===== src/sv/marquee_scroll_controller_macros.svh =====
// Assertion macros shared by the marquee scroll controller RTL.
// Needs nothing else; included by files that carry concurrent checks.
`ifndef MARQUEE_SCROLL_CONTROLLER_MACROS_SVH
`define MARQUEE_SCROLL_CONTROLLER_MACROS_SVH

// Same-cycle implication, disabled during reset.
`define MSC_ASSERT_NOW(lbl, clk_i, rstn_i, ante, cons) \
  lbl: assert property (@(posedge clk_i) disable iff (!(rstn_i)) (ante) |-> (cons)) \
    else $error("marquee check failed");

// Next-cycle implication, disabled during reset.
`define MSC_ASSERT_NEXT(lbl, clk_i, rstn_i, ante, cons) \
  lbl: assert property (@(posedge clk_i) disable iff (!(rstn_i)) (ante) |=> (cons)) \
    else $error("marquee check failed");

`endif


===== src/sv/msc_pkg.sv =====
// Shared types and codes for the marquee scroll controller.
// No dependencies; imported by msc_step and the top level.
`default_nettype none

package msc_pkg;

  localparam int WIDTH_BITS_DEF = 12;

  localparam logic [1:0] MODE_TICK    = 2'd0;
  localparam logic [1:0] MODE_RESTART = 2'd1;
  localparam logic [1:0] MODE_CHANGE  = 2'd2;

  localparam logic [2:0] PH_LEFT_PAUSE  = 3'd0;
  localparam logic [2:0] PH_MOVE_RIGHT  = 3'd1;
  localparam logic [2:0] PH_RIGHT_PAUSE = 3'd2;
  localparam logic [2:0] PH_MOVE_LEFT   = 3'd3;
  localparam logic [2:0] PH_JUMP        = 3'd4;

  localparam logic [1:0] CFG_PAUSE_FRAMES  = 2'd0;
  localparam logic [1:0] CFG_STEP_DIVIDER  = 2'd1;
  localparam logic [1:0] CFG_DISPLAY_WIDTH = 2'd2;

  localparam logic [15:0] PAUSE_FRAMES_RST  = 16'd100;
  localparam logic [7:0]  STEP_DIVIDER_RST  = 8'd4;
  localparam logic [6:0]  DISPLAY_WIDTH_RST = 7'd22;

  typedef struct packed {
    logic [2:0]  phase;
    logic [15:0] pause_count;
    logic [7:0]  step_count;
  } ctrl_t;

  typedef struct packed {
    logic [15:0] pause_frames;
    logic [7:0]  step_divider;
    logic [6:0]  display_width;
  } cfg_t;

endpackage

`default_nettype wire


===== src/sv/marquee_scroll_controller.sv =====
// Ping-pong marquee scroll controller: one result per input item, one item
// per clock. The scroll state advances in the cycle an item is transferred and
// its result appears in the output register on the next cycle.
// The input stalls only while that output register holds a result whose
// transfer is being stalled downstream. Configuration writes are always ready.
// Uses msc_pkg, msc_step and marquee_scroll_controller_macros.svh.
`default_nettype none

`include "marquee_scroll_controller_macros.svh"

module marquee_scroll_controller
  import msc_pkg::*;
#(
  parameter int WIDTH_BITS = WIDTH_BITS_DEF
) (
  input  wire logic                  clk,
  input  wire logic                  rst_n,
  input  wire logic                  in_valid,
  output logic                       in_stall,
  input  wire logic [1:0]            in_mode,
  input  wire logic                  in_full_refresh,
  input  wire logic [WIDTH_BITS-1:0] in_text_width,
  input  wire logic [WIDTH_BITS-1:0] in_edited_width,
  input  wire logic [WIDTH_BITS-1:0] in_left_width,
  output logic                       out_valid,
  input  wire logic                  out_stall,
  output logic [WIDTH_BITS-1:0]      out_scroll_pos,
  output logic [2:0]                 out_phase_out,
  output logic                       out_redraw,
  input  wire logic                  cfg_valid,
  output logic                       cfg_ready,
  input  wire logic [1:0]            cfg_index,
  input  wire logic [15:0]           cfg_data
);

  cfg_t                  cfg_r;
  ctrl_t                 ctrl_r;
  ctrl_t                 ctrl_nxt;
  logic [WIDTH_BITS-1:0] pos_r;
  logic [WIDTH_BITS-1:0] pos_nxt;
  logic [WIDTH_BITS-1:0] res_pos;
  logic [2:0]            res_phase;
  logic                  res_redraw;
  logic                  out_valid_r;
  logic [WIDTH_BITS-1:0] out_pos_r;
  logic [2:0]            out_phase_r;
  logic                  out_redraw_r;
  logic                  in_xfer;
  logic                  out_xfer;

  assign in_stall  = out_valid_r && out_stall;
  assign in_xfer   = in_valid && !in_stall;
  assign out_xfer  = out_valid_r && !out_stall;
  assign cfg_ready = 1'b1;

  msc_step #(
    .WIDTH_BITS(WIDTH_BITS)
  ) u_step (
    .mode         (in_mode),
    .full_refresh (in_full_refresh),
    .text_width   (in_text_width),
    .edited_width (in_edited_width),
    .left_width   (in_left_width),
    .cfg          (cfg_r),
    .ctrl         (ctrl_r),
    .position     (pos_r),
    .ctrl_nxt     (ctrl_nxt),
    .pos_nxt      (pos_nxt),
    .res_pos      (res_pos),
    .res_phase    (res_phase),
    .res_redraw   (res_redraw)
  );

  always_ff @(posedge clk) begin
    if (!rst_n) begin
      cfg_r <= '{pause_frames: PAUSE_FRAMES_RST, step_divider: STEP_DIVIDER_RST,
                 display_width: DISPLAY_WIDTH_RST};
    end else if (cfg_valid && cfg_ready) begin
      case (cfg_index)
        CFG_PAUSE_FRAMES:  cfg_r.pause_frames  <= cfg_data;
        CFG_STEP_DIVIDER:  cfg_r.step_divider  <= cfg_data[7:0];
        CFG_DISPLAY_WIDTH: cfg_r.display_width <= cfg_data[6:0];
        default: begin
        end
      endcase
    end
  end

  always_ff @(posedge clk) begin
    if (!rst_n) begin
      ctrl_r      <= '{phase: PH_LEFT_PAUSE, pause_count: 16'd0, step_count: 8'd0};
      pos_r       <= '0;
      out_valid_r <= 1'b0;
    end else begin
      if (in_xfer) begin
        ctrl_r      <= ctrl_nxt;
        pos_r       <= pos_nxt;
        out_valid_r <= 1'b1;
      end else if (out_xfer) begin
        out_valid_r <= 1'b0;
      end
    end
  end

  always_ff @(posedge clk) begin
    if (in_xfer) begin
      out_pos_r    <= res_pos;
      out_phase_r  <= res_phase;
      out_redraw_r <= res_redraw;
    end
  end

  assign out_valid      = out_valid_r;
  assign out_scroll_pos = out_pos_r;
  assign out_phase_out  = out_phase_r;
  assign out_redraw     = out_redraw_r;

  `MSC_ASSERT_NEXT(a_result_follows, clk, rst_n, in_xfer, out_valid_r)
  `MSC_ASSERT_NEXT(a_restart_clears, clk, rst_n, in_xfer && (in_mode == MODE_RESTART),
                   (pos_r == '0) && (ctrl_r.phase == PH_LEFT_PAUSE) && !out_redraw_r)
  `MSC_ASSERT_NEXT(a_change_jumps, clk, rst_n, in_xfer && (in_mode == MODE_CHANGE),
                   (ctrl_r.phase == PH_JUMP) && (out_phase_r == PH_JUMP))
  `MSC_ASSERT_NOW(a_jump_no_redraw, clk, rst_n, out_valid_r && (out_phase_r == PH_JUMP),
                  !out_redraw_r)

endmodule

`default_nettype wire


===== src/sv/msc_step.sv =====
// Next-state and result logic for one marquee item.
// Uses msc_pkg; instantiated by marquee_scroll_controller.
`default_nettype none

module msc_step
  import msc_pkg::*;
#(
  parameter int WIDTH_BITS = WIDTH_BITS_DEF
) (
  input  wire logic [1:0]            mode,
  input  wire logic                  full_refresh,
  input  wire logic [WIDTH_BITS-1:0] text_width,
  input  wire logic [WIDTH_BITS-1:0] edited_width,
  input  wire logic [WIDTH_BITS-1:0] left_width,
  input  wire cfg_t                  cfg,
  input  wire ctrl_t                 ctrl,
  input  wire logic [WIDTH_BITS-1:0] position,
  output ctrl_t                      ctrl_nxt,
  output logic [WIDTH_BITS-1:0]      pos_nxt,
  output logic [WIDTH_BITS-1:0]      res_pos,
  output logic [2:0]                 res_phase,
  output logic                       res_redraw
);

  localparam int W = WIDTH_BITS;

  logic [W:0]    dw_ext;
  logic [W:0]    tw_ext;
  logic          ew_fits;
  logic          jump_lt;
  logic [W-1:0]  limit;
  logic          move_lt;
  logic [2:0]    ph;
  logic [15:0]   pc;
  logic [7:0]    sc;
  logic [W-1:0]  p;
  logic [15:0]   pc_inc;
  logic [8:0]    sc_inc;
  logic          step;

  assign dw_ext  = (W+1)'(cfg.display_width);
  assign tw_ext  = {1'b0, text_width};
  assign ew_fits = {1'b0, edited_width} <= dw_ext;
  assign jump_lt = ({1'b0, position} + dw_ext) < tw_ext;
  assign limit   = text_width - W'(cfg.display_width);

  always_comb begin
    ctrl_nxt   = ctrl;
    pos_nxt    = position;
    res_pos    = position;
    res_phase  = ctrl.phase;
    res_redraw = 1'b0;
    ph         = ctrl.phase;
    pc         = ctrl.pause_count;
    sc         = ctrl.step_count;
    p          = position;
    pc_inc     = '0;
    sc_inc     = '0;
    step       = 1'b0;
    move_lt    = 1'b0;
    case (mode)
      MODE_RESTART: begin
        ctrl_nxt  = '{phase: PH_LEFT_PAUSE, pause_count: 16'd0, step_count: 8'd0};
        pos_nxt   = '0;
        res_pos   = '0;
        res_phase = PH_LEFT_PAUSE;
      end
      MODE_CHANGE: begin
        ctrl_nxt.phase = PH_JUMP;
        res_phase      = PH_JUMP;
      end
      MODE_TICK: begin
        if (ph == PH_JUMP) begin
          if (ew_fits) begin
            if (jump_lt) begin
              p = limit;
            end
            ph = PH_RIGHT_PAUSE;
          end else begin
            p  = left_width;
            ph = PH_LEFT_PAUSE;
          end
          sc = '0;
          pc = '0;
        end
        res_redraw = full_refresh || (pc == 16'd0) ||
                     (((ph == PH_MOVE_RIGHT) || (ph == PH_MOVE_LEFT)) && (sc == 8'd0));
        res_pos   = p;
        res_phase = ph;
        pc_inc  = (pc == 16'hFFFF) ? pc : pc + 16'd1;
        sc_inc  = {1'b0, sc} + 9'd1;
        step    = sc_inc >= {1'b0, cfg.step_divider};
        move_lt = ({1'b0, p} + dw_ext) < tw_ext;
        case (ph)
          PH_LEFT_PAUSE: begin
            pc = pc_inc;
            if (pc_inc >= cfg.pause_frames) ph = PH_MOVE_RIGHT;
          end
          PH_MOVE_RIGHT: begin
            if (step) begin
              sc = '0;
              if (move_lt) begin
                p = p + W'(1);
              end else begin
                ph = PH_RIGHT_PAUSE;
                pc = '0;
              end
            end else begin
              sc = sc_inc[7:0];
            end
          end
          PH_RIGHT_PAUSE: begin
            pc = pc_inc;
            if (pc_inc >= cfg.pause_frames) ph = PH_MOVE_LEFT;
          end
          default: begin
            if (step) begin
              sc = '0;
              if (p != '0) begin
                p = p - W'(1);
              end else begin
                ph = PH_LEFT_PAUSE;
                pc = '0;
              end
            end else begin
              sc = sc_inc[7:0];
            end
          end
        endcase
        ctrl_nxt = '{phase: ph, pause_count: pc, step_count: sc};
        pos_nxt  = p;
      end
      default: begin
      end
    endcase
  end

endmodule

`default_nettype wire

===== config.mk =====
export PLATFORM = sky130hd
export DESIGN_NAME = marquee_scroll_controller
export DESIGN_NICKNAME = d
export VERILOG_FILES = /design/src/sv/msc_pkg.sv /design/src/sv/marquee_scroll_controller.sv /design/src/sv/msc_step.sv
export VERILOG_INCLUDE_DIRS = /design/src /design/src/sv
export SDC_FILE = /design/constraint.sdc
export NUM_CORES = 1
export LEC_CHECK = 0
export BUFFER_PORTS_ARGS = -buffer_cell sky130_fd_sc_hd__buf_4
export CAP_MARGIN = 0
export CORE_MARGIN = 2
export CORE_UTILIZATION = 50
export DETAILED_ROUTE_END_ITERATION = 12
export PLACE_DENSITY_LB_ADDON = 0.25
export REMOVE_ABC_BUFFERS = 1
export SLEW_MARGIN = 20
export SYNTH_ARGS = -nofsm -noshare
export SYNTH_HDL_FRONTEND = slang
export SYNTH_HIERARCHICAL = 1
export SYNTH_SLANG_ARGS = --single-unit

===== constraint.sdc =====
create_clock -name clk -period 9.3 [get_ports clk]
set_clock_uncertainty 0.15 [all_clocks]
set_input_delay 1.86 -clock clk [delete_from_list [all_inputs] [get_ports clk]]
set_output_delay 1.86 -clock clk [all_outputs]
set_load 0.05 [all_outputs]

Word-level counts from Yosys, hierarchy flattened:

Index checks and enable logic that the tools add are counted.

* flip-flop bits (word level): 87
* input bits: 62
* output and inout port bits: 19
* word-level logic and storage cells: 94

* add/sub/neg operators: 7
* magnitude comparators: 5
* eq/ne operators: 9
* muxes and demuxes: 38
* reductions and logical operators: 24

Operators by type and width (number)
* 16-bit two-way mux: 7
* 12-bit two-way mux: 8
* 12-bit one-hot mux with 2 select lines: 3
* 24-bit one-hot mux with 2 select lines: 1
* 8-bit two-way mux: 4
* 16-bit one-hot mux with 2 select lines: 1
* 3-bit one-hot mux with 3 select lines: 3
* 12-bit by 7-bit adder with 13-bit output: 2
* 13-bit by 12-bit < comparator with 1-bit output: 2
* 3-bit two-way mux: 8
* 16-bit by 1-bit adder with 16-bit output, second input constant: 1
* 16-bit equality test, second input constant: 1
* 16-bit greater-or-equal comparator: 1
* 16-bit logical NOT: 1
* 12-bit by 1-bit adder with 12-bit output, second input constant: 1
* 12-bit by 7-bit less-or-equal comparator with 1-bit output: 1
* 12-bit nonzero test: 1
* 12-bit by 1-bit subtractor with 12-bit output, second input constant: 1
* 12-bit by 7-bit subtractor with 12-bit output: 1
* 2-bit AND reduction: 5
* 8-bit by 1-bit adder with 9-bit output, second input constant: 1
* 9-bit by 8-bit greater-or-equal comparator with 1-bit output: 1
* 8-bit logical NOT: 1
* 3-bit by 2-bit equality test with 1-bit output, second input constant: 2
* 14 further kinds: 25

Longest topological paths before layout:

* depth after elaboration: 12
* depth in mapped cells: 40
* gate-level depth less buffers: 38

By module:

Netlist, hierarchy kept.

By module, submodules not included
* msc_step: times used 1, cells an instance 778, area each 5149.9 um2, seq. area each 0.0 um2
* marquee_scroll_controller: times used 1, cells an instance 316, area each 3303.2 um2, seq. area each 1901.8 um2

Least setup slack after synthesis:

No wires, ideal clock.

* kind: input port to flip-flop
* start point: in in_edited_width[5]
* end point: reg pos_r[8]
* library setup time: 0.072 ns
* data arrival time: 7.190 ns
* required time: 9.078 ns
* slack: 1.888 ns
* cell stages on the path: 30
* buffers on the path: 3
* cell sequence: ha_1 -> nand4_1 -> o21bai_1 -> a31o_1 -> and2_1 -> buf_4 -> buf_4 -> a31oi_1 -> o22a_1 -> clkbuf_1 -> ha_1 -> a21o_1 -> a21oi_1 -> o21bai_1 -> a21oi_1 -> o21bai_1 -> a21oi_1 -> xor2_1 -> ha_1 -> o21a_1 -> o2111ai_1 -> and2_0 -> a31oi_1 -> or3_1 -> a21oi_1 -> nand2_1 -> a211o_1 -> o211ai_1 -> nand2_1 -> mux2i_1

* word-level cells in the longest chain between the ends: 10
* elaborated cells between the ends (all ways): 22
* those cells by class: 3 x add/sub; 2 x order compare; 2 x eq/ne; 12 x mux; 3 x reduce/logical

RTL lines
* from (decl): line marquee_scroll_controller.sv:23 `input wire logic [WIDTH_BITS-1:0] in_edited_width,`
* 12-bit by 7-bit less-or-equal comparator with 1-bit output *: line msc_step.sv:43 `assign ew_fits = {1'b0, edited_width} <= dw_ext;`
* 12-bit two-way mux: line msc_step.sv:74 `if (ew_fits) begin`
* 12-bit two-way mux: line msc_step.sv:73 `if (ph == PH_JUMP) begin`
* 12-bit two-way mux: line msc_step.sv:61 `case (mode)`
* 12-bit by 7-bit adder with 13-bit output: line msc_step.sv:93 `move_lt = ({1'b0, p} + dw_ext) < tw_ext;`
* 13-bit by 12-bit < comparator with 1-bit output: line msc_step.sv:93
* 12-bit two-way mux: line msc_step.sv:102 `if (move_lt) begin`
* 12-bit two-way mux: line msc_step.sv:100 `if (step) begin`
* 12-bit one-hot mux with 2 select lines *: line msc_step.sv:94 `case (ph)`
* 12-bit one-hot mux with 2 select lines *: line msc_step.sv:61
* via pos_nxt[8]: line marquee_scroll_controller.sv:40 `logic [WIDTH_BITS-1:0] pos_nxt;`
* to (signal assigned): line marquee_scroll_controller.sv:97 `pos_r <= pos_nxt;`
* to (decl): line marquee_scroll_controller.sv:39 `logic [WIDTH_BITS-1:0] pos_r;`

The timed path passes the listed nets; every way through them passes the cells marked *. The select of a mux whose other input is x is not followed.
A chain may end at the register's enable or synchronous reset.

Final worst setup path:

* start point: reg cfg_r[0] (netlist bit)
* end point: reg pos_r[8]

* word-level cells in the longest chain between the ends: 12
* elaborated cells between the ends (all ways): 26
* those cells by class: 5 x add/sub; 3 x order compare; 2 x eq/ne; 13 x mux; 3 x reduce/logical

RTL lines
* from (decl): line marquee_scroll_controller.sv:36 `cfg_t cfg_r;`
* from (signal assigned): line marquee_scroll_controller.sv:76 `cfg_r <= '{pause_frames: PAUSE_FRAMES_RST, step_divider: STEP_DIVIDER_RST,`
* 12-bit by 7-bit adder with 13-bit output: line msc_step.sv:44 `assign jump_lt = ({1'b0, position} + dw_ext) < tw_ext;`
* 13-bit by 12-bit < comparator with 1-bit output: line msc_step.sv:44
* 12-bit two-way mux: line msc_step.sv:75 `if (jump_lt) begin`
* 12-bit two-way mux: line msc_step.sv:74
* 12-bit two-way mux: line msc_step.sv:73
* 12-bit two-way mux: line msc_step.sv:61
* 12-bit by 7-bit adder with 13-bit output: line msc_step.sv:93
* 13-bit by 12-bit < comparator with 1-bit output: line msc_step.sv:93
* 12-bit two-way mux: line msc_step.sv:102
* 12-bit two-way mux: line msc_step.sv:100
* 12-bit one-hot mux with 2 select lines *: line msc_step.sv:94
* 12-bit one-hot mux with 2 select lines *: line msc_step.sv:61
* via pos_nxt[8]: line marquee_scroll_controller.sv:40

Marks and branches as above.

==> flow_metrics.tcl <==
set metrics [dict create \
    first_global_vias 7543 \
    synth_edf_count 16 \
    critPathSlowestCell "a21oi_1" \
    postCtsSetupRepairBufs 0 \
    crit_required_ps 9440 \
    min_period_over_period_pct 90.2 \
    synth_area_leaders "dfxtp_1, ha_1, nand2_1" \
    cts-htree-levels 3 \
    ys_warn_count 6 \
    cp.arrival_ps 8530 \
    dp.cells 1343 \
    yosysTopAreaCell "dfxtp_1" \
    hp-class "reg -> reg" \
    dr.pass1.iters 5 \
    slowest_delay_ps 540 \
    grt_start_max_net_pins 65 \
    fillers 1600 \
    grt_pass1_wl_mm 39.1 \
    dieArea_mm2 0.0180 \
    cp_max_fo 12 \
    ant_nets 0 \
    multi_input_area_mm2 0.00600 \
    cts_hold_buf 0 \
    p_clk_share_pct 38.0 \
    syn_inst 1094 \
    n_antenna_cell 0 \
    wl_mm 24.0 \
    crit_path_end_kind "flop" \
    power_frac_comb_pct 22.1 \
    drive_gt1_share_pct 12.0 \
    maxSlewHeadroom_pct 38.1 \
    status "complete, no violations" \
    clock_latency_ps 360 \
    slew_viol_final 0 \
    grt_antenna_before_repair 0 \
    setup-violations-final 0 \
    synth_seq_cells 87 \
    min_period_ps 8390 \
    drt_iter0_drc 775 \
    drc_errors 0 \
    synth.yosys.seq_area_share_pct 22.5 \
    wl_met1_mm 10.7 \
    peakVddDrop_v 0.000122 \
    cts.clk_slew.worst_paths_ps 70 \
    totalPowerFinal_mw 1.01 \
    yosys.cell_count.top_type "nand2_1" \
    grt_overflow 0 \
    area_growth_pct 11.6 \
    die-width_um 134 \
    vias 8121 \
    synthFlopType "dfxtp_1" \
    seq_power_share_pct 39.9 \
    path_class "reg -> reg" \
    postSynthAreaPerCell_um2 7.73 \
    worstMarginPinSlew_ps 929 \
    yosys.area.top_type_share_pct 16.8 \
    track_usage_pct 27.1 \
    wl_met2_mm 10.8 \
    tns_ps 0 \
    highest_layer "met4" \
    cts_tree "built" \
    clock-sinks 87 \
    die_h_um 134 \
    r2r_slack_ps 910 \
    rsz0062_at_grt "no" \
    max_freq_mhz 119 \
    io_pins 81 \
    final_cells 1358 \
    asyncSetResetFlopFracSynth_pct 0 \
    area.sequential_mm2 0.00190 \
    post_cts_resized 0 \
    start_kind "flop" \
    syn_area_mm2 0.00845 \
    gp_congestion 0.958 \
    met3_length_mm 1.89 \
    cts_made_buffers 9 \
    p_per_area_mw_per_mm2 107 \
    hold_viol 0 \
    cts_root_buffer "clkbuf_16" \
    maxCapViolations 0 \
    crit_family "compound AO/OA/AOI/OAI gates" \
    num_rows 47 \
    portBuffers 79 \
    via_per_inst 5.98 \
    p_int_mw 0.693 \
    clock_path_buffers 2 \
    crit_buf_inv 1 \
    sw_frac_of_total_pct 31.3 \
    power.switching_mw 0.315 \
    nets 1280 \
    ys_types 86 \
    dp_hpwl_mm 17.4 \
    initial_core_util_pct 51.0 \
    p_leak_nw 4.01 \
    design.core.area_mm2 0.0166 \
    routedWlPerCell_um 17.7 \
    synthTopCellsByCount "nand2_1, ha_1, dfxtp_1, mux2i_1, inv_1" \
]
## per-layer routing
| layer | up-vias | track usage [%] |
|---|---|---|
| li1 | 4001 | - |
| met1 | 3764 | 37.3 |
| met2 | 314 | 42.8 |
| met3 | 42 | 5.56 |
| met4 | 0 | 8.48 |
| met5 | - | 0 |
## layout make-up
type                    count  area share, %
repair buffers             93           7.40
clock inverters             6          0.836
well taps                 220           2.92
multi-input cells         875           63.6
inverters                  68           2.71
clock buffers               9           2.39
flip-flops and latches     87           20.2
## worst register-to-register path, delay by kind of cell, from the launching register on
| kind | cells | cell delay [ps] |
|---|---|---|
| flops | 1 | 370 |
| buf+inv | 1 | 80 |
| simple gates | 10 | 1780 |
| compound gates | 16 | 3760 |
| mux | 1 | 140 |
| xor+xnor | 2 | 280 |
| fa+ha+maj | 6 | 1730 |
## path summary, 6_finish.rpt
path,startpoint,endpoint,cells past startpoint
setup / recovery,cfg_r[0],pos_r[8],36
hold / removal,cfg_r[27],cfg_r[27],2
setup reg to reg,cfg_r[0],pos_r[8],36
hold reg to reg,cfg_r[27],cfg_r[27],2
## registers in the layout, indices dropped and copies added, names as in the netlist
register / flops
cfg_r: 31
ctrl_r: 27
out_phase_out: 3
out_redraw: 1
out_scroll_pos: 12
out_valid: 1
pos_r: 12
## metrics by stage
step                      area [um2]  worst slack, ps  hold slack [ps]  util [%]
after floorplan                 8140             1600              285         -
after global placement          9130             1130              294      55.0
after detailed placement        9130              960              297      55.0
after CTS                       9430             1050              311      56.9
after global routing            9430              149              330      56.9
final                           9430              910              308      56.9
## power by group through the flow
stage / clock network [mW] / registers (mW) / logic [mW]
finish: 0.383 / 0.402 / 0.223
detailed placement: 0 / 0.410 / 0.219
global placement: 0 / 0.410 / 0.217
global route: 0.406 / 0.403 / 0.243
CTS: 0.390 / 0.402 / 0.220
floorplan: 0 / 0.422 / 0.128
## cells in the final DEF (no fill, tap or decap), drive strengths merged, types with 10 or more instances in the layout
cell	n
nand2	203
buf	93
ha	81
dfxtp	71
inv	71
mux2i	70
a21oi	56
nor2	54
o21ai	52
nand3	42
xnor2	36
a21o	20
xor2	18
nor3	18
edfxtp	16
a31oi	15
nand4	14
nor2b	12
o31ai	10
o211ai	10
## cells by family (layout without fill, tap and decap cells)
group           Yosys count  in the layout  share of synthesized area (%)
buf+inv                 132            176                           6.72
compound gates          250            250                           20.3
simple gates            414            414                           23.5
fa+ha+maj                84             84                           12.7
xor+xnor                 54             54                           5.59
mux                      72             72                           8.56
other cells               1              1                         0.0444
flops                    87             87                           22.5
Note: power is estimated with default switching activity, not from simulation.
